$ cat src/rtl/qcbp_pkg.sv
`default_nettype none
package qcbp_pkg;
  localparam int CoordW = 16;
  localparam int BandW = 3;
  localparam int NumBands = 7;
  localparam int OutCap = 64;
  localparam int SlotW = 6;
  localparam int CfgIdxW = 3;
  localparam logic [CfgIdxW-1:0] RegLevelCount = 3'd0;

  typedef struct packed {
    logic load;
    logic edge_init;
    logic lvl_eval;
    logic div_start;
    logic lerp;
    logic emit;
  } qcbp_cmd_t;

  typedef struct packed {
    logic div_done;
    logic crossing;
    logic lvl_last;
    logic edge_last;
    logic emit_done;
    logic push_busy;
  } qcbp_sts_t;
endpackage
`default_nettype wire

$ cat src/rtl/qcbp_ctrl.sv
`default_nettype none
module qcbp_ctrl (
  input  wire logic           clk,
  input  wire logic           rst,
  input  wire logic           start,
  output logic                busy,
  input  wire qcbp_pkg::qcbp_sts_t sts,
  output qcbp_pkg::qcbp_cmd_t cmd
);
  import qcbp_pkg::*;

  typedef enum logic [6:0] {
    S_IDLE = 7'b0000001,
    S_EDGE = 7'b0000010,
    S_LVL  = 7'b0000100,
    S_DIV  = 7'b0001000,
    S_LERP = 7'b0010000,
    S_EMIT = 7'b0100000,
    S_WAIT = 7'b1000000
  } state_t;

  state_t state, state_next;

  always_ff @(posedge clk) begin
    if (rst) begin
      state <= S_IDLE;
    end else begin
      state <= state_next;
    end
  end

  always_comb begin
    state_next = state;
    cmd = '0;
    case (state)
      S_IDLE: begin
        if (start) begin
          cmd.load = 1'b1;
          state_next = S_EDGE;
        end
      end
      S_EDGE: begin
        cmd.edge_init = 1'b1;
        state_next = S_LVL;
      end
      S_LVL: begin
        // hold while earlier points are still being stored
        if (!sts.push_busy) begin
          cmd.lvl_eval = 1'b1;
          if (sts.crossing) begin
            cmd.div_start = 1'b1;
            state_next = S_DIV;
          end else if (sts.lvl_last) begin
            state_next = sts.edge_last ? S_WAIT : S_EDGE;
          end
        end
      end
      S_DIV: begin
        if (sts.div_done) begin
          state_next = S_LERP;
        end
      end
      S_LERP: begin
        cmd.lerp = 1'b1;
        if (sts.lvl_last) begin
          state_next = sts.edge_last ? S_WAIT : S_EDGE;
        end else begin
          state_next = S_LVL;
        end
      end
      S_WAIT: begin
        if (!sts.push_busy) begin
          state_next = S_EMIT;
        end
      end
      S_EMIT: begin
        cmd.emit = 1'b1;
        if (sts.emit_done) begin
          state_next = S_IDLE;
        end
      end
      default: state_next = S_IDLE;
    endcase
  end

  assign busy = (state != S_IDLE);
endmodule
`default_nettype wire

$ cat config.mk
export PLATFORM = sky130hd
export DESIGN_NAME = qcbp_ctrl
export DESIGN_NICKNAME = d
export VERILOG_FILES = /design/src/rtl/qcbp_pkg.sv /design/src/rtl/qcbp_ctrl.sv
export SDC_FILE = /design/constraint.sdc
export NUM_CORES = 1
export LEC_CHECK = 0
export ABC_AREA = 1
export BUFFER_PORTS_ARGS = -buffer_cell sky130_fd_sc_hd__buf_2
export CELL_PAD_IN_SITES_DETAIL_PLACEMENT = 0
export CELL_PAD_IN_SITES_GLOBAL_PLACEMENT = 1
export CORE_UTILIZATION = 32
export CTS_CLUSTER_SIZE = 8
export DETAILED_ROUTE_END_ITERATION = 10
export PLACE_DENSITY = 0.82
export SYNTH_ARGS = -nofsm -noshare
export SYNTH_HDL_FRONTEND = slang
export SYNTH_SLANG_ARGS = --single-unit
$ cat constraint.sdc
create_clock -name clk -period 1.6 [get_ports clk]
set_clock_uncertainty 0.15 [all_clocks]
set_input_delay 0.16 -clock clk [delete_from_list [all_inputs] [get_ports clk]]
set_output_delay 0.16 -clock clk [all_outputs]
set_load 0.1 [all_outputs]
==> impl_metrics.json <==
{
  "drc": 2,
  "cts_made_buffers": 3,
  "post-route-util_pct": 62.5,
  "cts_tree": "yes",
  "timing.slew.headroom_pct": 81.6,
  "yosys_warnings": 0,
  "hold_viol": 0,
  "die_area_sq_um": 1900,
  "hp-class": "in2reg",
  "period_needed_ns": 1.63,
  "outcome": "complete, but fails checks",
  "antenna_found_initial": 0,
  "cts_root_buf": "clkbuf_4",
  "dr.pass1.iters": 8,
  "setup_ws_ns": -0.0258,
  "grt_util_met2_pct": 28.1,
  "async_flop_share_pct": 0,
  "place_area_sq_um": 828,
  "tightest_slew_ns": 0.279,
  "fmax_mhz": 615,
  "netlist_instances": 94,
  "globalRouteMet1Util_pct": 24.0,
  "grt_use_total_pct": 17.8,
  "yosys.area.top_type": "dfxtp_1",
  "drt_iter0_markers": 11,
  "crit_type": "reg2out",
  "rows": 14,
  "crit_required_ns": 1.29,
  "start_kind": "flop",
  "rsz0062_at_grt": "yes",
  "num_vias": 684,
  "crit_path_end_kind": "output port",
  "ys_seq_elements": 7,
  "setup_viol": 2,
  "yosysMostFrequentCell": "nand2_1",
  "synthAdderAreaFrac_pct": 0,
  "htreeDepth": 1,
  "synth_compound_area_share_pct": 5.88,
  "syn_area_sq_um": 553,
  "dp_hpwl_um": 1060,
  "diodes": 0,
  "clkLatencyLatePin_ns": 0.26,
  "grt.busiest_layer": "met2",
  "reg_top3": "state x7",
  "yosys.area.top_type_share_pct": 25.3,
  "cap_violations": 0,
  "syn_avg_cell_area_sq_um": 5.88,
  "synthMuxAreaShare_pct": 0,
  "routed_via_density": 4.82,
  "design_area_sq_um": 975,
  "grt_max_degree": 8,
  "routedWlPerCell_um": 10.5,
  "globalRouteOverflowTotal": 0,
  "die_x_um": 43.6,
  "largest_register": "state",
  "power_density_nw_per_um2": 1780,
  "arrival_ns": 1.32,
  "initial_core_util_pct": 35.5,
  "synth_simple_gate_area_share_pct": 56.6,
  "largest_reg_flops": 7,
  "gp_congestion": 0.782,
  "synth_edf_count": 0,
  "vdd_drop_max_mv": 1.02,
  "synth_xor_xnor_area_share_pct": 0,
  "yosys_most_used_dff": "dfxtp_1",
  "wl_um": 1490,
  "worst-path-max-fanout": 4,
  "die_y_um": 43.6,
  "fin_crit_sh_pct": 102,
  "synthToLayoutAreaGrowth_pct": 76.2,
  "synth-seq-area-share_pct": 25.3,
  "drv_slew": 0,
  "synth.area.top_cells": "dfxtp_1 (25%), nand2_1 (16%), inv_1 (10%)",
  "grt_pass1_wl_um": 2530,
  "clockBufferDepth": 2,
  "io_buffer_count": 15,
  "cts_sinks": 7,
  "ios": 16,
  "whs_ns": 0.116,
  "synth_fp_nets": 103,
  "synth_top_family_by_area": "simple AND/OR/NAND/NOR gates",
  "antenna_left": 0,
  "nets": 136,
  "synth_cell_types": 17,
  "core_area_sq_um": 1560,
  "leakagePower_nw": 0.482,
  "use_met3_pct": 1.67,
  "drive_gt1_share_pct": 55.6,
  "synth_common_cells": "nand2_1 (23), inv_1 (15), nor2_1 (12)",
  "grt_pass1_vias": 617,
  "violations": "DRC, setup timing",
  "path_clk_slew_ns": 0.05
}
-- critical path, stage by stage (launching register included) --
cell	delay (ns)
dfxtp_4	0.34
inv_2	0.05
nand2_2	0.05
nor2_4	0.16
nand2_4	0.10
nor3_4	0.15
buf_12	0.20
-- cell type report --
| cell class | instances | area, sq um |
|---|---|---|
| fill | 137 | 584 |
| timing repair buffer | 28 | 268 |
| multi-input combinational | 69 | 443 |
| inverter | 18 | 67.6 |
| sequential | 7 | 150 |
| tap | 16 | 20.0 |
| clock buffer | 4 | 26.3 |
-- layout by cell type (no fill, tap or decap), types with 2 or more instances in the layout --
| cell type | n |
|---|---|
| buf_2 | 8 |
| o21ai_1 | 2 |
| nor2_4 | 8 |
| clkbuf_4 | 3 |
| inv_1 | 12 |
| nor3_4 | 2 |
| inv_2 | 6 |
| dfxtp_2 | 5 |
| nand2_2 | 7 |
| buf_12 | 6 |
| nand2_1 | 17 |
| nand3_1 | 9 |
| nand3_2 | 3 |
| nor2_2 | 5 |
| nand2_4 | 2 |
| nor2_1 | 6 |
| a21oi_1 | 2 |
| buf_4 | 13 |
-- per-layer routing --
metal  part of all wire, %  routed length, um  up-vias
li1                      -                  -      356
met1                    44                653      308
met2                    52                779       16
met3                   2.5                 38        4
met4                   1.5                 22        0
met5                     0                  0        -
-- power by group --
group	switching, W	total, W	internal (W)
logic	0.000824	0.00127	0.000451
clock network	0.0000684	0.000164	0.0000954
registers	0.0000592	0.000294	0.000235
-- stage by stage --
| step | instances | worst slack, ns | TNS, ns | power [W] |
|---|---|---|---|---|
| CTS | 141 | -0.109 | -0.109 | 0.00165 |
| detailed placement | 127 | 0.0840 | 0 | 0.00134 |
| global placement | 127 | 0.103 | 0 | 0.00134 |
| floorplan | 94 | -0.251 | -0.746 | 0.00113 |
| global route | 142 | -0.0919 | -0.306 | 0.00185 |
| finish | 142 | -0.0258 | -0.0266 | 0.00173 |
-- final timing paths --
check	cells past startpoint	from	to	slack, ns
min reg2reg	2	state[3]	state[3]	0.39
max reg2reg	8	state[5]	state[6]	0.05
min	4	start	state[0]	0.12
max	6	state[6]	cmd[2]	-0.03
-- timing repair --
item	in CTS	in global routing
endpoints found under the setup margin	5	11
hold endpoints to repair	1	0
hold buffers	1	0
pin swaps	8	8
resized for setup	6	11
buffers inserted	9	1
-- cell families after synthesis --
kind of cell	Yosys count
flip-flops	7
AND/OR/NAND/NOR	63
buffers and inverters	18
AO/OA/AOI/OAI	6
No activity file was read; power rests on OpenSTA's default activity.
